[src/sv/nnb_div_cell.sv]
// nnb_div_cell: one restoring-division step for two lanes (column and row)
// plus a carried tag word. Chained to form the per-pixel divider.
`timescale 1ns / 1ps

module nnb_div_cell #(
  parameter int DVW = 25,
  parameter int RW  = 27,
  parameter int TW  = 8
) (
  input  logic           clk,
  input  logic           rst_n,
  input  logic [RW-1:0]  div_col,
  input  logic [RW-1:0]  div_row,
  input  logic           in_vld,
  input  logic [RW-1:0]  in_rem_col,
  input  logic [DVW-1:0] in_dq_col,
  input  logic [RW-1:0]  in_rem_row,
  input  logic [DVW-1:0] in_dq_row,
  input  logic [TW-1:0]  in_tag,
  output logic           out_vld,
  output logic [RW-1:0]  out_rem_col,
  output logic [DVW-1:0] out_dq_col,
  output logic [RW-1:0]  out_rem_row,
  output logic [DVW-1:0] out_dq_row,
  output logic [TW-1:0]  out_tag
);

  logic           vld_r;
  logic [RW-1:0]  rem_col_r, rem_col_nxt;
  logic [DVW-1:0] dq_col_r, dq_col_nxt;
  logic [RW-1:0]  rem_row_r, rem_row_nxt;
  logic [DVW-1:0] dq_row_r, dq_row_nxt;
  logic [TW-1:0]  tag_r;

  logic [RW-1:0]  try_col, try_row;
  logic           ge_col, ge_row;

  // dividend and quotient share one shift word: top bit out, quotient bit in
  always_comb begin
    try_col     = {in_rem_col[RW-2:0], in_dq_col[DVW-1]};
    ge_col      = (try_col >= div_col);
    rem_col_nxt = ge_col ? (try_col - div_col) : try_col;
    dq_col_nxt  = {in_dq_col[DVW-2:0], ge_col};

    try_row     = {in_rem_row[RW-2:0], in_dq_row[DVW-1]};
    ge_row      = (try_row >= div_row);
    rem_row_nxt = ge_row ? (try_row - div_row) : try_row;
    dq_row_nxt  = {in_dq_row[DVW-2:0], ge_row};
  end

  always_ff @(posedge clk) begin
    if (!rst_n) begin
      vld_r <= 1'b0;
    end else begin
      vld_r <= in_vld;
    end
  end

  always_ff @(posedge clk) begin
    rem_col_r <= rem_col_nxt;
    dq_col_r  <= dq_col_nxt;
    rem_row_r <= rem_row_nxt;
    dq_row_r  <= dq_row_nxt;
    tag_r     <= in_tag;
  end

  assign out_vld     = vld_r;
  assign out_rem_col = rem_col_r;
  assign out_dq_col  = dq_col_r;
  assign out_rem_row = rem_row_r;
  assign out_dq_row  = dq_row_r;
  assign out_tag     = tag_r;

endmodule

[config.mk]
export PLATFORM = sky130hd
export DESIGN_NAME = nnb_div_cell
export DESIGN_NICKNAME = d
export VERILOG_FILES = /design/src/sv/nnb_div_cell.sv
export SDC_FILE = /design/constraint.sdc
export NUM_CORES = 1
export LEC_CHECK = 0
export BUFFER_PORTS_ARGS = -buffer_cell sky130_fd_sc_hd__buf_2
export CORE_MARGIN = 2
export CORE_UTILIZATION = 42
export DETAILED_ROUTE_END_ITERATION = 10
export PLACE_DENSITY = 0.89
export SETUP_SLACK_MARGIN = 0.3
export SKIP_CTS_REPAIR_TIMING = 1
export SYNTH_ARGS = -nofsm -noshare
export SYNTH_HDL_FRONTEND = slang
export SYNTH_SLANG_ARGS = --single-unit
[constraint.sdc]
create_clock -name clk -period 3.35 [get_ports clk]
set_clock_uncertainty 0.05 [all_clocks]
set_input_delay 0.335 -clock clk [delete_from_list [all_inputs] [get_ports clk]]
set_output_delay 0.335 -clock clk [all_outputs]
set_load 0.03 [all_outputs]
# Word-level counts from Yosys, hierarchy flattened

Cells that the tools add are included.

$add $sub $neg: 2
Order comparisons: 2
Muxes and demuxes: 2

Operator list:

| cell                 | number |
|---|---|
| 27-bit >= comparator | 2 |
| 27-bit two-way mux   | 2 |
| 27-bit subtractor    | 2 |

Bits in registers: 113
Input port bits: 169
Word-level logic and storage cells: 12

# Logic depth before layout (Yosys ltp)

Depth in word-level cells: 2
Mapped depth: 14

# Worst setup path after synthesis

OpenSTA, ideal clock, no wires.

Path kind: in2reg
Start: input port in_dq_row[24]
End: register rem_row_r[26], in the netlist out_rem_row[26]
Data arrival time: 2.982 ns
Slack: 0.197 ns
Stages on the path: 13
Path buffers: 0
Cell sequence: inv_1 -> ha_1 -> inv_1 -> fa_1 -> a211oi_1 -> o21ai_0 -> a31oi_1 -> o221ai_1 -> a31o_2 -> a311oi_1 -> o31ai_1 -> xnor2_1 -> mux2_2

Cells in the longest elaborated chain, start to end: 2

RTL lines:

| element                                                   | RTL line | RTL |
|---|---|---|
| start: declaration                                        | 18       | `input logic [DVW-1:0] in_dq_row,` |
| 27-bit subtractor or 27-bit >= comparator (tied branches) | 47, 46   |  |
| 27-bit two-way mux *                                      | 47       | `rem_row_nxt = ge_row ? (try_row - div_row) : try_row;` |
| via rem_row_nxt[26]                                       | 31       | `logic [RW-1:0] rem_row_r, rem_row_nxt;` |
| end signal: assignment                                    | 62       | `rem_row_r <= rem_row_nxt;` |
| end: declaration                                          | 31       |  |

The timed path passes the listed nets; every way through them passes the cells marked *.
A chain may end at the register's enable or synchronous reset.

# Worst setup path in the final report

Start: input port in_dq_row[24]
End: register rem_row_r[22], in the netlist out_rem_row[22]

Same word-level chain as after synthesis.

==> flow_summary.yaml <==
synth:
  synth_largest_type_area_fraction_pct: 38.5
  yosys_most_used_dff: "sky130_fd_sc_hd__dfxtp_1"
  netlist-cell-type-count: 54
  synth_area_leaders: "sky130_fd_sc_hd__dfxtp_1 39%, sky130_fd_sc_hd__ha_1 12%, sky130_fd_sc_hd__mux2_2 6.5%"
  synth_area_mm2: 0.00587
  synthMuxAreaShare_pct: 11.5
  largest_area_contributor_in_the_synthesized_netlist: "sky130_fd_sc_hd__dfxtp_1"
  synth.yosys.seq_area_share_pct: 38.5
  postSynthRegisterBits: 113
  synth.avg_cell_area_um2: 9.68
  synth_simple_gate_area_share_pct: 8.69
  synth-async-reset-ratio_pct: 0
  synth_xor_xnor_area_share_pct: 6.86
  synth.net_count: 832
  synth_top_family_by_area: "compound AO/OA/AOI/OAI gates"
  synth_fa_ha_area_share_pct: 12.2
  synth_compound_area_share_pct: 16.3
  number_of_enable_type_register_cells_in_the_synthesized_netlist: 0
  yosysWarnings: 0
  synthesis.instances: 607
setup_path:
  path_common_cell: "sky130_fd_sc_hd__inv_1"
  critPathKind: "primary input to register"
  crit_path_end_kind: "register"
  gate_family_responsible_for_the_most_delay_along_the_worst_path: "compound AO/OA/AOI/OAI gates"
  crit_path_cell_trace: "buf_2 > inv_1 > ha_1 > inv_1 > fa_2 > a211oi_2 > o21ai_1 > a31oi_1 > buf_4 > o221ai_2 > a31o_4 > a311oi_4 > nor2_1 > xor2_1 > mux2_2"
  cp_slowest_stage_delay_ns: 0.36
  cp.buffers_inverters: 4
  cp_data_arrival_time_ns: 3.18
  worstPathMaxFanout: 4
  cp_slowest_cell: "sky130_fd_sc_hd__fa_2"
  worstSetupStartpointType: "primary input"
  required_ns: 3.61
grt:
  grt_util_met3_pct: 8.27
  global_route.overflow_total: 0
  grt.busiest_layer: "met2"
  grt_antenna_before_repair: 1
  globalRouteMet2Util_pct: 37.4
  grt_first_pass_wirelength_mm: 24.4
  grt_start_max_net_pins: 17
  gr-usage-all-layers_pct: 21.0
  first_global_vias: 5285
  global_route.usage.met1_pct: 21.3
clock_network:
  cts-root-to-sink-buffers: 2
  cts_tree: "done"
  clk_pin_slew_ns: 0.06
  cts_root_buffer: "sky130_fd_sc_hd__clkbuf_16"
  cts_htree_levels: 4
  numClockSinks: 113
  numCtsBuffers: 17
sta:
  worst-slew-pin-transition_ns: 0.763
  final_hold_viol_count: 0
  fmaxAchievable_ghz: 0.342
  fin_hold_ws_ns: 0.0817
  finalSetupViolations: 0
  slew_headroom_pct: 47.8
  post_route_clock_period_utilization_pct: 87.2
  drv_slew: 0
  finalWorstPathRequiredPeriod_ns: 2.92
  rsz0062_at_grt: "no"
place:
  numPortBuffers: 279
  placement.cell_area_mm2: 0.00752
  gp_congestion: 0.928
  detailed_place_hpwl_mm: 12.8
floorplan:
  initial_core_util_pct: 42.7
  coreArea_mm2: 0.0138
  pin_count: 282
  rows: 43
  die_x_um: 122
  die_h_um: 122
  die_area_mm2: 0.0149
min_path:
  timing.hold.worst_endpoint: "out_vld$_SDFF_PN0_"
  hold_path_startpoint: "in_vld"
  min_path_type: "primary input to register"
  hold_path_depth: 2
power:
  p_int_mw: 3.23
  switching_share_pct: 33.2
  p_total_mw: 4.83
  netSwitchingPower_mw: 1.60
  combinationalPowerShare_pct: 30.0
  clock_power_share_pct: 37.9
  sequentialPowerShare_pct: 32.1
  vdd_drop_max_v: 0.000501
  power.static_leakage_nw: 4.46
  power_per_cell_area_mw_per_mm2: 555
layout:
  finish.utilization_pct: 63.3
  drive_above_1_share_pct: 40.1
  multi_input_comb_area_mm2: 0.00332
  area.sequential_mm2: 0.00226
  fill_cell_total_of_the_finished_layout: 1106
  final_net_count: 1179
  design_area_final_mm2: 0.00871
  area_growth_syn_to_layout_pct: 48.3
flow_run:
  cap_viol_max_count: 0
drt:
  routed_via_density: 5.03
  dr.first_iter.drc_count: 321
  drc: 0
  ant_nets: 0
  vias: 5770
  routed_wirelength_mm: 17.5
  detailedRoute.firstPassIterationCount: 4
  avgRoutedWirePerCell_um: 15.2
status:
  run_status: "finished clean"
==> how the worst max path moves through the flow <==
stage,start,to,slack [ns],depth (start not counted)
after floorplan,in_dq_row[24],out_rem_row[26]$_DFF_P_,0.33,13
after global placement,in_dq_row[24],out_rem_row[26]$_DFF_P_,0.09,15
after detailed placement,in_dq_row[24],out_rem_row[26]$_DFF_P_,-0.03,15
after CTS,in_dq_row[24],out_rem_row[26]$_DFF_P_,0.39,15
after global routing,in_dq_row[24],out_rem_row[22]$_DFF_P_,0.27,15
final,in_dq_row[24],out_rem_row[22]$_DFF_P_,0.43,15
==> cells by family (layout without fill, tap and decap cells) <==
group	after synthesis	in the layout
AOI/OAI and AO/OA	148	148
DFF	113	113
muxes	54	54
adders and majority gates	56	56
and+or+nand+nor	102	102
xor gates and xnor gates	46	46
other	0	1
buffers and inverters	88	448
==> cell usage in the layout (no fill, tap or decap), drive strengths merged, types with 3 or more instances in the layout <==
cell	instances
a211oi	4
a21o	21
a21oi	48
a221oi	3
a311oi	3
a31oi	6
and3	5
buf	290
clkbuf	17
clkinv	5
dfxtp	113
dlygate4sd3	56
ha	54
inv	76
mux2	52
nand2	23
nand2b	4
nand3	14
nand4	9
nor2	24
nor2b	4
nor3	8
o21a	4
o21ai	23
o21bai	13
o31ai	3
or3	3
xnor2	26
xor2	20
==> power by group through the flow <==
stage | clock (mW) | sequential, mW | combinational, mW
2_1_floorplan | 0 | 1.90 | 0.642
3_3_place_gp | 0 | 1.57 | 1.35
3_5_place_dp | 0 | 1.58 | 1.37
4_1_cts | 1.86 | 1.55 | 1.38
5_1_grt | 1.92 | 1.56 | 1.56
6_report | 1.83 | 1.55 | 1.45
==> Yosys cell counts, types with 8 or more instances <==
| library cell | count |
|---|---|
| sky130_fd_sc_hd__dfxtp_1 | 113 |
| sky130_fd_sc_hd__inv_1 | 70 |
| sky130_fd_sc_hd__ha_1 | 54 |
| sky130_fd_sc_hd__a21oi_1 | 48 |
| sky130_fd_sc_hd__mux2_2 | 34 |
| sky130_fd_sc_hd__xnor2_1 | 26 |
| sky130_fd_sc_hd__nor2_1 | 24 |
| sky130_fd_sc_hd__o21ai_0 | 23 |
| sky130_fd_sc_hd__nand2_1 | 22 |
| sky130_fd_sc_hd__a21o_1 | 21 |
| sky130_fd_sc_hd__xor2_1 | 20 |
| sky130_fd_sc_hd__mux2_4 | 18 |
| sky130_fd_sc_hd__nand3_1 | 14 |
| sky130_fd_sc_hd__o21bai_1 | 13 |
| sky130_fd_sc_hd__clkbuf_1 | 12 |
| sky130_fd_sc_hd__nand4_1 | 9 |
| sky130_fd_sc_hd__nor3_1 | 8 |
==> through the flow <==
stage	worst slack, ns	setup TNS (ns)	instances
6_report	0.429	0	1148
5_1_grt	0.269	0	1148
4_1_cts	0.385	0	1090
3_5_place_dp	-0.0286	-0.0286	1058
3_3_place_gp	0.0892	0	1058
2_1_floorplan	0.328	0	607
==> routing by layer <==
layer  vias up  part of all wire (%)
met3        32                   8.7
met4         0                   2.9
met2       251                    52
met5         -                     0
li1       2829                     -
met1      2658                    36
==> final cells by class <==
type,instances,area share [%]
Multi-Input combinational cell,406,38.1
Sequential cell,113,26.0
Timing Repair Buffer,346,23.4
Clock buffer,17,4.88
Inverter,70,3.02
Tap cell,180,2.58
Clock inverter,15,2.00
Antenna cell,1,0.0287
==> flip-flops by register name, indices dropped and copies added, names as in the netlist <==
| name | count |
|---|---|
| out_rem_col | 27 |
| out_rem_row | 27 |
| out_dq_col | 25 |
| out_dq_row | 25 |
| out_tag | 8 |
| out_vld | 1 |
Power figures use the tool's default switching activity.
