`config.mk`:
```
export PLATFORM = sky130hd
export DESIGN_NAME = nnb_scale_calc
export DESIGN_NICKNAME = d
export VERILOG_FILES = /design/src/sv/nnb_pkg.sv /design/src/sv/nnb_scale_calc.sv
export SDC_FILE = /design/constraint.sdc
export NUM_CORES = 1
export LEC_CHECK = 0
export ABC_CLOCK_PERIOD_IN_PS = 10900
export BUFFER_PORTS_ARGS = -buffer_cell sky130_fd_sc_hd__buf_2
export CAP_MARGIN = 20
export CORE_MARGIN = 2
export CORE_UTILIZATION = 25
export CTS_CLUSTER_DIAMETER = 200
export DETAILED_ROUTE_END_ITERATION = 8
export PLACE_DENSITY = 0.42
export SYNTH_ARGS = -nofsm -noshare
export SYNTH_HDL_FRONTEND = slang
export SYNTH_SLANG_ARGS = --single-unit
```
`constraint.sdc`:
```
create_clock -name clk -period 10.9 [get_ports clk]
set_input_delay 2.725 -clock clk [delete_from_list [all_inputs] [get_ports clk]]
set_output_delay 2.725 -clock clk [all_outputs]
set_load 0.01 [all_outputs]
```
`src/sv/nnb_pkg.sv`:
```
// nnb_pkg: shared widths, register indexes and reset values for the
// nearest-neighbor blit address generator. No dependencies.
`timescale 1ns / 1ps

package nnb_pkg;

  localparam int DEF_MAX_DIMENSION = 4096;

  localparam int CFG_W     = 15;  // widest register
  localparam int CFG_ADR_W = 3;
  localparam int DIM_REG_W = 13;
  localparam int SPB_W     = 3;
  localparam int PITCH_W   = 15;
  localparam int IN_W      = 12;
  localparam int SRC_OFF_W = 26;
  localparam int DST_OFF_W = 28;

  typedef enum logic [CFG_ADR_W-1:0] {
    CFG_SOURCE_WIDTH       = 3'd0,
    CFG_SOURCE_HEIGHT      = 3'd1,
    CFG_TARGET_HEIGHT      = 3'd2,
    CFG_SOURCE_PIXEL_BYTES = 3'd3,
    CFG_SCREEN_WIDTH       = 3'd4,
    CFG_SCREEN_HEIGHT      = 3'd5,
    CFG_SCREEN_PITCH       = 3'd6,
    CFG_CENTER_MODE        = 3'd7
  } cfg_idx_t;

  localparam int RST_SOURCE_WIDTH       = 1;
  localparam int RST_SOURCE_HEIGHT      = 1;
  localparam int RST_TARGET_HEIGHT      = 1;
  localparam int RST_SOURCE_PIXEL_BYTES = 3;
  localparam int RST_SCREEN_WIDTH       = 1;
  localparam int RST_SCREEN_HEIGHT      = 1;
  localparam int RST_SCREEN_PITCH       = 4;
  localparam int RST_CENTER_MODE        = 0;

  localparam int RST_SCALED_WIDTH =
    RST_SOURCE_WIDTH * RST_TARGET_HEIGHT / RST_SOURCE_HEIGHT;
  localparam int RST_LIMIT = RST_SCREEN_PITCH * RST_SCREEN_HEIGHT;

endpackage

```
`src/sv/nnb_scale_calc.sv`:
```
// nnb_scale_calc: recomputes the scaled width, the centering origin and the
// visibility limit after each register write. Uses nnb_pkg.
`timescale 1ns / 1ps

module nnb_scale_calc import nnb_pkg::*; #(
  parameter int DW   = 13,
  parameter int LIMW = 44
) (
  input  logic                 clk,
  input  logic                 rst_n,
  input  logic                 recalc,
  input  logic [DW-1:0]        sw,
  input  logic [DW-1:0]        sh,
  input  logic [DW-1:0]        th,
  input  logic [DW-1:0]        fw,
  input  logic [DW-1:0]        fh,
  input  logic [PITCH_W-1:0]   pitch,
  input  logic                 center,
  output logic                 busy,
  output logic [2*DW-1:0]      scaled_w,
  output logic signed [2*DW:0] ox,
  output logic signed [DW:0]   oy,
  output logic signed [LIMW-1:0] limit
);

  localparam int SWW = 2 * DW;
  localparam int OXW = SWW + 1;
  localparam int OYW = DW + 1;
  localparam int CW  = $clog2(SWW);

  typedef enum logic [3:0] {
    ST_IDLE = 4'b0001,
    ST_MUL  = 4'b0010,
    ST_DIV  = 4'b0100,
    ST_FIN  = 4'b1000
  } calc_state_t;

  calc_state_t state_r, state_nxt;
  logic [CW-1:0]         cnt_r, cnt_nxt;
  logic [SWW-1:0]        dq_r, dq_nxt;
  logic [DW-1:0]         rem_r, rem_nxt;
  logic [SWW-1:0]        scaled_r, scaled_nxt;
  logic signed [OXW-1:0] ox_r, ox_nxt;
  logic signed [OYW-1:0] oy_r, oy_nxt;
  logic signed [LIMW-1:0] limit_r, limit_nxt;

  logic [SWW-1:0]         prod_c;
  logic [DW:0]            step_c, rem_step;
  logic                   ge;
  logic signed [OXW-1:0]  dx, dx_adj, ox_c;
  logic signed [OYW-1:0]  dy, dy_adj, oy_c;
  logic [PITCH_W+DW-1:0]  lim_c;

  assign prod_c   = sw * th;
  assign step_c   = {rem_r, dq_r[SWW-1]};
  assign ge       = (step_c >= {1'b0, sh});
  assign rem_step = ge ? (step_c - {1'b0, sh}) : step_c;

  // halving that truncates toward zero
  assign dx     = $signed(OXW'(fw)) - $signed(OXW'(dq_r));
  assign dx_adj = dx + $signed({{(OXW-1){1'b0}}, dx[OXW-1]});
  assign ox_c   = dx_adj >>> 1;
  assign dy     = $signed(OYW'(fh)) - $signed(OYW'(th));
  assign dy_adj = dy + $signed({{(OYW-1){1'b0}}, dy[OYW-1]});
  assign oy_c   = dy_adj >>> 1;
  assign lim_c  = pitch * fh;

  always_comb begin
    state_nxt  = state_r;
    cnt_nxt    = cnt_r;
    dq_nxt     = dq_r;
    rem_nxt    = rem_r;
    scaled_nxt = scaled_r;
    ox_nxt     = ox_r;
    oy_nxt     = oy_r;
    limit_nxt  = limit_r;
    if (recalc) begin
      state_nxt = ST_MUL;
    end else begin
      case (state_r)
        ST_IDLE: begin
        end
        ST_MUL: begin
          dq_nxt    = prod_c;
          rem_nxt   = '0;
          cnt_nxt   = '0;
          state_nxt = ST_DIV;
        end
        ST_DIV: begin
          dq_nxt  = {dq_r[SWW-2:0], ge};
          rem_nxt = rem_step[DW-1:0];
          cnt_nxt = cnt_r + CW'(1);
          if (cnt_r == CW'(SWW - 1)) begin
            state_nxt = ST_FIN;
          end
        end
        ST_FIN: begin
          scaled_nxt = dq_r;
          ox_nxt     = center ? ox_c : '0;
          oy_nxt     = center ? oy_c : '0;
          limit_nxt  = $signed(LIMW'(lim_c));
          state_nxt  = ST_IDLE;
        end
        default: begin
          state_nxt = ST_IDLE;
        end
      endcase
    end
  end

  always_ff @(posedge clk) begin
    if (!rst_n) begin
      state_r  <= ST_IDLE;
      scaled_r <= SWW'(RST_SCALED_WIDTH);
      ox_r     <= '0;
      oy_r     <= '0;
      limit_r  <= LIMW'(RST_LIMIT);
    end else begin
      state_r  <= state_nxt;
      scaled_r <= scaled_nxt;
      ox_r     <= ox_nxt;
      oy_r     <= oy_nxt;
      limit_r  <= limit_nxt;
    end
  end

  always_ff @(posedge clk) begin
    cnt_r <= cnt_nxt;
    dq_r  <= dq_nxt;
    rem_r <= rem_nxt;
  end

  assign busy     = (state_r != ST_IDLE);
  assign scaled_w = scaled_r;
  assign ox       = ox_r;
  assign oy       = oy_r;
  assign limit    = limit_r;

endmodule

```
======== Yosys cells after proc, flatten, opt, wreduce, memory -nomap -nowiden ========
Cells that the tools add are included.
word-level totals
  output and inout port bits .............. 112
  register bits after elaboration ......... 143
  word-level logic and storage cells ...... 45
  bits of input ports ..................... 84
cells by class
  bitwise gates (word level) .............. 3
  multipliers ............................. 2
  $add $sub $neg .......................... 6
  reduce and logical (&&, ||, !) cells .... 6
  multiplexer cells ....................... 9
  eq/ne operators ......................... 9
  $lt $le $gt $ge ......................... 1
operators by type and width
  kind                                                 number
  one-hot mux 26 bit (2 select lines)                  1
  multiplier 15 x 13 -> 28 bit                         1
  adder 27 x 2 -> 27 bit                               1
  2-to-1 mux 27 bit                                    1
  subtractor 13 x 26 -> 27 bit                         1
  multiplier 13 x 13 -> 26 bit                         1
  one-hot mux 13 bit (2 select lines)                  1
  adder 14 x 2 -> 14 bit                               1
  >= comparator 14 x 13 -> 1 bit                       1
  2-to-1 mux 14 bit                                    1
  subtractor 13 x 13 -> 14 bit                         1
  2-to-1 mux 13 bit                                    1
  subtractor 13 bit                                    1
  one-hot mux 4 bit (3 select lines)                   1
  one-hot mux 5 bit (2 select lines)                   1
  AND reduction 2 bit                                  4
  adder 5 x 1 -> 5 bit, second input constant          1
  equality test 5 bit, second input constant           1
  equality test 4 x 1 -> 1 bit, second input constant  1
  equality test 4 x 2 -> 1 bit, second input constant  1
  equality test 4 x 3 -> 1 bit, second input constant  1
  equality test 4 bit, second input constant           1
  2-to-1 mux 4 bit                                     1
  != test 2 bit, second input constant                 2
  6 further kinds                                      8

======== Logic depth before layout (Yosys ltp) ========
Gate-level depths: netlist of run 1.
  depth after elaboration ................. 4
  mapped depth ............................ 23
  mapped depth without buffers ............ 22

======== Least setup slack after synthesis of run 1 ========
Ideal clock, no wire load.
  kind .................................... input-to-reg
  start point ............................. input port pitch[5]
  end point ............................... register limit_r[20] (netlist: limit[20])
  stages .................................. 21
  data arrival time ....................... 7.915 ns
  buffers on the path ..................... 1
  setup time .............................. 0.132 ns
  path slack .............................. 2.853 ns
  required time ........................... 10.768 ns
  path through ............................ clkbuf_1 -> and2_1 -> fa_1 -> inv_1 -> fa_1 -> inv_1 -> fa_1 -> inv_1 -> fa_1 -> fa_1 -> inv_1 -> ha_1 -> or3_1 -> a21oi_1 -> o21ai_1 -> a2111o_1 -> a31o_2 -> a41o_1 -> or3_1 -> nand3_1 -> a21oi_1
between the ends
  cells in the longest elaborated chain, start to end .. 1
RTL lines
  element                       line                   source
  start: declaration            nnb_scale_calc.sv:17   input logic [PITCH_W-1:0] pitch,
  multiplier 15 x 13 -> 28 bit  nnb_scale_calc.sv:66   assign lim_c = pitch * fh;
  end signal: assignment        nnb_scale_calc.sv:117  limit_r <= LIMW'(RST_LIMIT);
  end signal: assignment        nnb_scale_calc.sv:123  limit_r <= limit_nxt;
  end: declaration              nnb_scale_calc.sv:45   logic signed [LIMW-1:0] limit_r, limit_nxt;
Every way passes these cells.
A chain may end at the register's enable or synchronous reset.

======== Final worst setup path of run 1 ========
  start point ............................. input port sw[0]
  end point ............................... register dq_r[25] (data pin)
between the ends
  cells in the longest elaborated chain, start to end .. 2
RTL lines
  element                              line                   source
  start: declaration                   nnb_scale_calc.sv:12   input logic [DW-1:0] sw,
  multiplier 13 x 13 -> 26 bit         nnb_scale_calc.sv:54   assign prod_c = sw * th;
  one-hot mux 26 bit (2 select lines)  nnb_scale_calc.sv:80   case (state_r)
  end signal: assignment               nnb_scale_calc.sv:129  dq_r <= dq_nxt;
  end: declaration                     nnb_scale_calc.sv:40   logic [SWW-1:0] dq_r, dq_nxt;
Every way passes these cells.

==> results by stage, run 1 <==
Global route:
- The number of global-route vias before repair is between 15k and 20k.
- Summed over all layers, the global routing overflow is 0.
- The initial antenna violation count is 4.
- The combined global-route utilization of all metal layers is between 15 and 20%.
- The first global-routing pass estimated around 100 mm of wire.
- The pin count of the biggest net entering global routing is 65.

Cells and area:
- The number of nets in the layout is ~3.1k.
- Relative to the synthesized area, the layout overhead comes to 12.1%.
- Summing all flip-flop and latch instances after layout gives 0.00326 mm^2.
- Summing all multi-input logic gate instances after layout gives 0.0149 mm^2.
- The final-layout fill cell count is slightly below 9k.
- The library cell used most frequently in the layout, excluding fill and tap cells, is sky130_fd_sc_hd__inv_1.
- The proportion of layout cells with a drive suffix above 1 is under 10%.
- Leaving out fill and tap cells, the most frequent cells in the layout are sky130_fd_sc_hd__inv_1 (427), sky130_fd_sc_hd__nand2_1 (380), sky130_fd_sc_hd__fa_1 (267), sky130_fd_sc_hd__ha_1 (187), sky130_fd_sc_hd__buf_2 (179).

Logic synthesis:
- After synthesis, the largest family of logic cells by area is adder cells.
- The number of distinct library cell variants in the gate-level netlist after synthesis is 80.
- After synthesis the netlist holds a flip-flop and latch count of ~140.
- The flip-flop cell with the highest count after synthesis is sky130_fd_sc_hd__dfxtp_1.
- After synthesis the cells add up to 0.0202 mm^2.
- The async set or reset register ratio after synthesis is 0%.
- The xor and xnor area share after synthesis is between 4 and 5%.
- Summing the areas of all compound-gate instances in the mapped netlist gives between 10% and 20% of the synthesized area.
- The gate count after technology mapping is about 2.4k.
- After Yosys synthesis, full adders, half adders and majority gates account for 38.0% of the synthesized area.
- The mean post-synth cell area is between 8 and 9 um^2.
- Yosys printed 0 warnings.
- The post-synthesis mux area share is less than 1%.
- The sequential-to-total area share from yosys stat is ~16%.
- The area fraction in and, or, nand and nor cells after synthesis is slightly below 20%.
- The synthesized design contains 44 enable-type register cells.

Timing:
- The transition time of the tightest slew-check pin is 0.870 ns.
- The sum of negative setup slack is 0 ns.
- Setup repair after global routing left no endpoint under its margin.
- The number of endpoints with negative hold slack in the final report is 0.
- Headroom to the max-slew limit came out at roughly two fifths.
- The post-route fraction of the period consumed by the critical path is 75.1%.
- The worst path in the final design needs a cycle of a little over 8 ns, including I/O delays and setup.
- The final-report max-slew violation count is 0.
- The clock arrives with roughly 0.017 ns of skew.
- Based on the critical path, the design can be clocked at up to 122 MHz.
- Setup violations remaining at the end of the flow were counted as 0.

Critical path:
- The sum of buffers and inverters on the critical path is 4.
- STA classifies the critical path startpoint as an input port.
- At the worst endpoint, the required time is approximately 11 ns.
- Traced cell by cell, the critical path runs through buf_2, nand2_1, fa_1, fa_1, inv_1, fa_1, fa_1, inv_1, fa_1, inv_1, ha_1, a21oi_1, a32oi_1, o31ai_1, o31ai_1, a211oi_1, o41ai_1, xnor2_1, o21ai_0.
- The classification of the worst setup path is input port to flop.
- The critical path's most frequent cell is sky130_fd_sc_hd__fa_1.
- The worst-path cell with the longest stage delay is sky130_fd_sc_hd__o31ai_1.
- The data arrival time of the worst path is between 8 and 9 ns.
- The cell family contributing the most delay on the critical path is adder cells.
- Of all nets on the critical path, the largest fanout is 14.
- On the worst path, the slowest cell contributes a delay of around 0.71 ns.
- The worst setup slack for register-to-register paths is ~5.8 ns.
- STA classifies the critical path endpoint as a flop.

Clock network:
- The tree is rooted in a sky130_fd_sc_hd__clkbuf_16.
- After clock tree synthesis, the repair step resized 0 gates.
- After clock tree synthesis, the clock-pin slew on the worst setup and hold paths is 0.07 ns.
- No sink is reached through more buffers than the 2 on the longest clock path.
- The number of buffers created by CTS is 17.
- The sink count of the clock tree is 141.
- The quantity of hold-fixing buffers added after cts is 0.
- The setup fix buffers added after clock tree synthesis is 0.
- The clock tree from TritonCTS is built.
- The insertion delay of the later-clocked pin in the worst-skew pair is about 0.48 ns.
- The H-tree generated during clock tree synthesis spans 4 levels.

Power:
- Power comes to 0.00480 W.
- The clock share of power is around 12%.
- The power density over the cells is ~210 mW/mm^2.
- The net switching power figure is 0.00244 W.
- The part of the total power dissipated in combinational logic is 74.0%.
- Cell internal power was estimated by the tool at around 0.0024 W.
- The switching share of total power is 50.8%.
- IR analysis of the VDD net gives a maximum drop of 0.162 mV.
- Sequential cells account for a little over an eighth of the total power.
- The static power due to leakage is between 10 and 15 nW.

Drt:
- In the final routed layout, each cell accounts on average for approximately 18 um.
- The number of DRC markers after the initial detailed-route iteration is 779.
- The routed layout has 16.4k vias.
- The remaining design rule violation count is 0.
- The aggregate routed wire length is approximately 64 mm.
- Using the TritonRoute via totals, the vias-per-cell ratio works out to 4.54.
- The first detailed-routing pass took 5 iterations.
- The residual antenna-violating net count after detailed routing is 0.

Floorplan:
- The chip width is about 290 um.
- The die span in y is about 290 um.
- The core region is around 0.08 mm^2.
- The initial utilization of the core area, before any placement, comes to 25.2%.
- Row generation in the floorplan step produced 104 rows.
- The die footprint is between 0.08 and 0.09 mm^2.
- The count of pins on the block boundary is 196.

Placed design:
- Routability-driven placement finished with a final weighted congestion of approximately 0.84.
- The quantity of I/O buffers inserted on ports is roughly 180.
- The final HPWL from detailed placement is 51.9 mm.

Flow run:
- The count of maximum capacitance violations is 0.

Outcome:
- The run finished with clean final reports.

Hold path:
- The class of the tightest hold or removal check is flop to flop.
[final timing paths]
check,from,cells past startpoint,endpoint
max,sw[0],19,dq_r[25]
min,oy[2],2,oy[2]
max reg2reg,dq_r[0],18,ox[15]
min reg2reg,oy[2],2,oy[2]
[synth_stat cells, types with 44 or more instances]
master,instances,share of area (%)
sky130_fd_sc_hd__inv_1,428,8.0
sky130_fd_sc_hd__nand2_1,381,7.1
sky130_fd_sc_hd__fa_1,267,26
sky130_fd_sc_hd__ha_1,187,12
sky130_fd_sc_hd__and2_1,168,5.2
sky130_fd_sc_hd__a21oi_1,125,3.1
sky130_fd_sc_hd__nor2_1,107,2.0
sky130_fd_sc_hd__clkbuf_1,100,1.9
sky130_fd_sc_hd__dfxtp_1,97,9.6
sky130_fd_sc_hd__o21ai_0,59,1.5
sky130_fd_sc_hd__xnor2_1,56,2.4
sky130_fd_sc_hd__edfxtp_1,44,6.5
[layout make-up]
| type | count | area share (%) |
|---|---|---|
| multi-input cells | 1749 | 65.7 |
| flip-flops and latches | 141 | 14.4 |
| inverters | 428 | 7.09 |
| well taps | 1060 | 5.86 |
| repair buffers | 188 | 4.33 |
| clock buffers | 17 | 1.88 |
| clock inverters | 15 | 0.735 |
| diodes | 2 | 0.0221 |
[worst min-delay path: stages (launching register included)]
cell                      delay [ns]
sky130_fd_sc_hd__dfxtp_1        0.31
sky130_fd_sc_hd__nand2_1        0.05
sky130_fd_sc_hd__o21ai_1        0.05
[per-layer routing]
metal | up-vias | GRT usage (%) | share of wire (%)
li1 | 7880 | - | -
met1 | 8139 | 21.5 | 48
met2 | 278 | 25.8 | 47
met3 | 52 | 2.27 | 3.6
met4 | 8 | 3.99 | 1.6
met5 | - | 0 | 0.069
[stage by stage]
stage	util, %	hold slack [ns]	worst slack, ns	instances	cell area, um^2
6_report	28.2	0.446	2.72	3600	22600
5_1_grt	28.2	0.473	2.35	3598	22600
4_1_cts	28.2	0.451	2.70	3596	22600
3_5_place_dp	27.4	0.442	2.19	3564	22000
3_3_place_gp	27.4	0.436	2.28	3564	22000
2_1_floorplan	-	0.470	2.85	2441	20300
[cells by family (layout without fill, tap and decap cells)]
logic type | Yosys count | after routing
AO/OA/AOI/OAI | 347 | 347
buffers and inverters | 551 | 648
flip-flops | 141 | 141
other | 1 | 18
XOR/XNOR | 98 | 98
multiplexers | 11 | 11
adder cells (fa/ha/maj) | 454 | 454
AND/OR/NAND/NOR | 823 | 823
[registers in the layout, indices dropped and copies added, names as in the netlist]
signal / count
rem_r: 13
state_r: 4
dq_r: 26
cnt_r: 5
scaled_w: 26
limit: 28
oy: 13
ox: 26
[power groups by stage]
stage	combinational, W	clock (W)	sequential, W
6_report	0.00356	0.000591	0.000655
4_1_cts	0.00364	0.000615	0.000656
2_1_floorplan	0.00265	0	0.000646
5_1_grt	0.00410	0.000634	0.000658
3_3_place_gp	0.00360	0	0.000668
3_5_place_dp	0.00361	0	0.000668
Power figures use the tool's default switching activity.
==> inputs of run 2 (changes only) <==
--- a/config.mk
+++ b/config.mk
@@ -5,14 +5,15 @@
 export SDC_FILE = /design/constraint.sdc
 export NUM_CORES = 1
 export LEC_CHECK = 0
-export ABC_CLOCK_PERIOD_IN_PS = 10900
+export ABC_AREA = 1
+export ABC_CLOCK_PERIOD_IN_PS = 7300
 export BUFFER_PORTS_ARGS = -buffer_cell sky130_fd_sc_hd__buf_2
 export CAP_MARGIN = 20
 export CORE_MARGIN = 2
 export CORE_UTILIZATION = 25
 export CTS_CLUSTER_DIAMETER = 200
 export DETAILED_ROUTE_END_ITERATION = 8
-export PLACE_DENSITY = 0.42
+export PLACE_DENSITY = 0.44
 export SYNTH_ARGS = -nofsm -noshare
 export SYNTH_HDL_FRONTEND = slang
 export SYNTH_SLANG_ARGS = --single-unit
==> constraint.sdc (replaced) <==
create_clock -name clk -period 7.3 [get_ports clk]
set_input_delay 1.825 -clock clk [delete_from_list [all_inputs] [get_ports clk]]
set_output_delay 1.825 -clock clk [all_outputs]
set_load 0.01 [all_outputs]
==> results by stage, run 2 <==
Outcome:
- The run finished with clean final reports.

Cells and area:
- The library cell used most frequently in the layout, excluding fill and tap cells, is sky130_fd_sc_hd__nand2_1.
- The number of inserted diodes is 0.
- Registers take around 0.0033 mm^2.
- The area growth from synthesis to layout is 12.4%.
- The post-route netlist has under 10% of its cells at a drive strength greater than 1.
- The final standard cell utilization of the core is between 20% and 30%.
- Summing all multi-input logic gate instances after layout gives around 0.015 mm^2.
- In the final design database the tool counted around 3.6k nets.
- In the layout the commonest cells are sky130_fd_sc_hd__nand2_1 (749), sky130_fd_sc_hd__inv_1 (729), sky130_fd_sc_hd__fa_1 (267), sky130_fd_sc_hd__ha_1 (187), sky130_fd_sc_hd__buf_2 (179).
- The flip-flop count of the largest register, all copies and words added is 28.
- The final-layout fill cell count is ~9.4k.

Drt:
- Once detail routing completed, the nets flagged for antenna violations numbered 0.
- In the final routed layout, each cell accounts on average for ~16 um.
- In the routed layout, each cell is associated on average with a via count of approximately 4.3.
- In this run, the number of DRC markers left after iteration 0 of detailed routing was 825.
- The aggregate routed wire length is roughly 66 mm.
- The routed layout has between 15k and 20k vias.
- The pre-antenna-repair detailed-routing pass consisted of 6 iterations.
- After detailed routing, the number of remaining DRC violations is 0.

Hold path:
- The class of the tightest hold or removal check is flop to flop.

Logic synthesis:
- Ranked by total cell area, the synthesized netlist is headed by sky130_fd_sc_hd__fa_1 (25%), sky130_fd_sc_hd__nand2_1 (13%), sky130_fd_sc_hd__inv_1 (13%).
- Synthesis produced between 2k and 3k cells.
- During synthesis, Yosys emitted a total of 0 warnings.
- The netlist uses between 50 and 60 different library cells.
- The flip-flop cell with the highest count after synthesis is sky130_fd_sc_hd__dfxtp_1.
- The number of storage elements in the synthesis netlist is between 100 and 150.
- Counting flops with an async set or reset pin after synthesis yields a share of 0%.
- The mean post-synth cell area is slightly above 7 um^2.
- In the synthesized netlist, the cells that appear most often are sky130_fd_sc_hd__nand2_1 (749), sky130_fd_sc_hd__inv_1 (729), sky130_fd_sc_hd__fa_1 (267).
- Of the post-synthesis cell area, the dominant cell type holds around 25%.
- The synthesized design spends more area on one cell type than any other, namely sky130_fd_sc_hd__fa_1.
- Sequential cells were found to cover between 10% and 20% of the synthesized design area.
- The most frequently used cell type in the post-synthesis netlist is sky130_fd_sc_hd__nand2_1.
- The synthesized netlist occupies a cell area of between 0.02 and 0.025 mm^2.
- The count of flip-flops with a built-in enable after synthesis is 44.

Timing:
- Setup repair after global routing left no endpoint under its margin.
- At the pin with the least slew margin, the transition time is between 0.9 and 1 ns.
- For the final routed database, the setup TNS stands at 0 ns.
- The number of endpoints with negative hold slack in the final report came to 0.
- The worst path needs roughly 6.7 ns of the cycle, external delays included.
- For this run, the top clock speed supported by timing is about 150 MHz.
- After layout, the worst path uses 91.3% of the clock period.
- The final-report max-slew violation count is 0.
- The worst slew margin relative to its limit is a little over a third.
- The count of final setup violators is 0.
- The worst clock skew is ~0.013 ns.

Clock network:
- Clock tree synthesis found a total of 141 sinks.
- The maximum count of clock buffers along a single path is 2.
- The number of gates resized after CTS was 0.
- Buffers inserted during clock tree synthesis total 17.
- TritonCTS built the clock tree.
- CTS built an H-tree with a depth of 4.
- The later pin in the worst-skew pair is clocked with a latency of ~0.44 ns.
- The number of setup buffers added after CTS is 0.
- The quantity of hold-fixing buffers added after cts is 0.
- The root cell of the clock tree is sky130_fd_sc_hd__clkbuf_16.
- Clock-pin slew was measured on the worst setup and hold paths at approximately 0.060 ns.

Global route:
- The combined global-route utilization of all metal layers is 15.2%.
- The first-pass GRT wire length is between 100 and 150 mm.
- The met1 track demand over resource in global routing is 21.2%.
- The number of global-route vias before repair is about 18k.
- The pin count of the biggest net entering global routing is 86.
- The global-route layer with the greatest usage is met2.
- Global routing finished with a remaining overflow of 0.
- Global routing used ~26% of the available met2 tracks.
- For met3 alone, demand over resource in global routing was under 10%.
- The initial antenna violation count is 3.

Placed design:
- The final RePlAce weighted congestion is approximately 0.85.
- Detailed placement finished with a half-perimeter wire length of ~55 mm.
- The quantity of I/O buffers inserted on ports is between 150 and 200.

Floorplan:
- The core region is around 0.084 mm^2.
- The effective utilization at floorplan is 25.3%.
- The die is approximately 300 um tall.
- The count of pins on the block boundary is about 200.
- The floorplan row count is roughly 110.
- The die footprint is 0.0871 mm^2.
- The chip width is roughly 300 um.

Critical path:
- The most numerous cell type found on the critical path is sky130_fd_sc_hd__inv_1.
- The worst setup path is of the input port to flop kind.
- The critical path goes through buf_2, nand2_1, inv_1, fa_1, inv_1, fa_1, fa_1, inv_1, fa_1, inv_1, fa_1, inv_1, ha_1, nand2_1, nor4_1, nand4_1, nand3_1, nand3_1, inv_1, o21ai_0, nand3b_1, o21ai_0.
- The largest single stage delay on the critical path is between 0.5 and 0.6 ns.
- The worst-path cell with the longest stage delay is sky130_fd_sc_hd__fa_1.
- The cell family contributing the most delay on the critical path is adder cells.
- In this run the register-to-register setup slack is ~3.7 ns.
- The sum of buffers and inverters on the critical path is 7.
- STA classifies the critical path endpoint as a flop.
- STA classifies the critical path startpoint as an input port.
- The data arrival time of the worst path is around 6.8 ns.
- The data required time at the worst endpoint is around 7.5 ns.
- The maximum fanout along the worst path is 14.

Power:
- VDD sags by at most 0.379 mV.
- The power density over the cells is between 300 and 400 mW/mm^2.
- The static power due to leakage is ~13 nW.

Flow run:
- The count of maximum capacitance violations is 0.
-- run 2: final timing paths --
check | endpoint | depth (start not counted) | from
worst max-delay path | dq_r[25] | 22 | th[9]
worst min-delay path | scaled_w[0] | 2 | scaled_w[0]
worst max register to register | ox[19] | 23 | dq_r[0]
worst min register to register | scaled_w[0] | 2 | scaled_w[0]
-- run 2: worst register-to-register path: stages, from the launching register on --
cell                       delay [ns]
sky130_fd_sc_hd__edfxtp_1        0.48
sky130_fd_sc_hd__ha_1            0.20
sky130_fd_sc_hd__inv_1           0.08
sky130_fd_sc_hd__fa_1            0.44
sky130_fd_sc_hd__nand3_1         0.15
sky130_fd_sc_hd__nand3_1         0.14
sky130_fd_sc_hd__nand2_1         0.10
sky130_fd_sc_hd__nand2_1         0.07
sky130_fd_sc_hd__nand2_1         0.09
sky130_fd_sc_hd__nand2_1         0.08
sky130_fd_sc_hd__inv_1           0.10
sky130_fd_sc_hd__ha_1            0.15
sky130_fd_sc_hd__inv_1           0.05
sky130_fd_sc_hd__nor2_2          0.13
sky130_fd_sc_hd__nand3_1         0.12
sky130_fd_sc_hd__nor2_2          0.19
sky130_fd_sc_hd__nand3_2         0.14
sky130_fd_sc_hd__nor2_4          0.19
sky130_fd_sc_hd__nand3_4         0.13
sky130_fd_sc_hd__nor2_2          0.14
sky130_fd_sc_hd__nand2_1         0.06
sky130_fd_sc_hd__nand2_1         0.06
sky130_fd_sc_hd__nand3_1         0.10
sky130_fd_sc_hd__a21oi_1         0.17
-- run 2: layer usage --
metal | share of wire, % | vias to the layer above
met4 | 1.1 | 2
met2 | 47 | 300
met3 | 3.3 | 38
met5 | 0.020 | -
li1 | - | 9081
met1 | 49 | 8706
-- run 2: power breakdown --
part           switching (W)  internal (W)
Sequential         0.0000230      0.000942
Clock               0.000382      0.000476
Combinational        0.00385       0.00216
Total                0.00426       0.00358
-- run 2: cell families (layout without fill, tap and decap cells) --
logic type / Yosys count / in the layout / synth area share [%]
AND/OR/NAND/NOR: 1075 / 1075 / 21.1
other: 1 / 16 / 0.0177
XOR/XNOR: 57 / 57 / 2.39
buffers and inverters: 852 / 975 / 15.4
AO/OA/AOI/OAI: 359 / 359 / 9.35
flip-flops: 141 / 141 / 15.4
adder cells (fa/ha/maj): 454 / 454 / 36.3
-- run 2: stage by stage --
stage / hold WS (ns) / area (um^2) / total power, W / std cells / worst slack [ns]
after floorplan: 0.483 / 21200 / 0.00522 / 2954 / 0.676
after global placement: 0.443 / 23200 / 0.00719 / 4179 / 0.0828
after detailed placement: 0.443 / 23200 / 0.00713 / 4179 / 0.158
after CTS: 0.460 / 23800 / 0.00803 / 4211 / 0.613
after global routing: 0.478 / 23800 / 0.00880 / 4211 / 0.323
final: 0.459 / 23800 / 0.00784 / 4211 / 0.634
-- run 2: final cells by class --
| class | count | area share (%) |
|---|---|---|
| clock buffers | 18 | 1.80 |
| clock inverters | 14 | 0.552 |
| inverters | 741 | 11.7 |
| multi-input cells | 1961 | 61.8 |
| flip-flops and latches | 141 | 13.7 |
| well taps | 1134 | 5.96 |
| repair buffers | 202 | 4.49 |
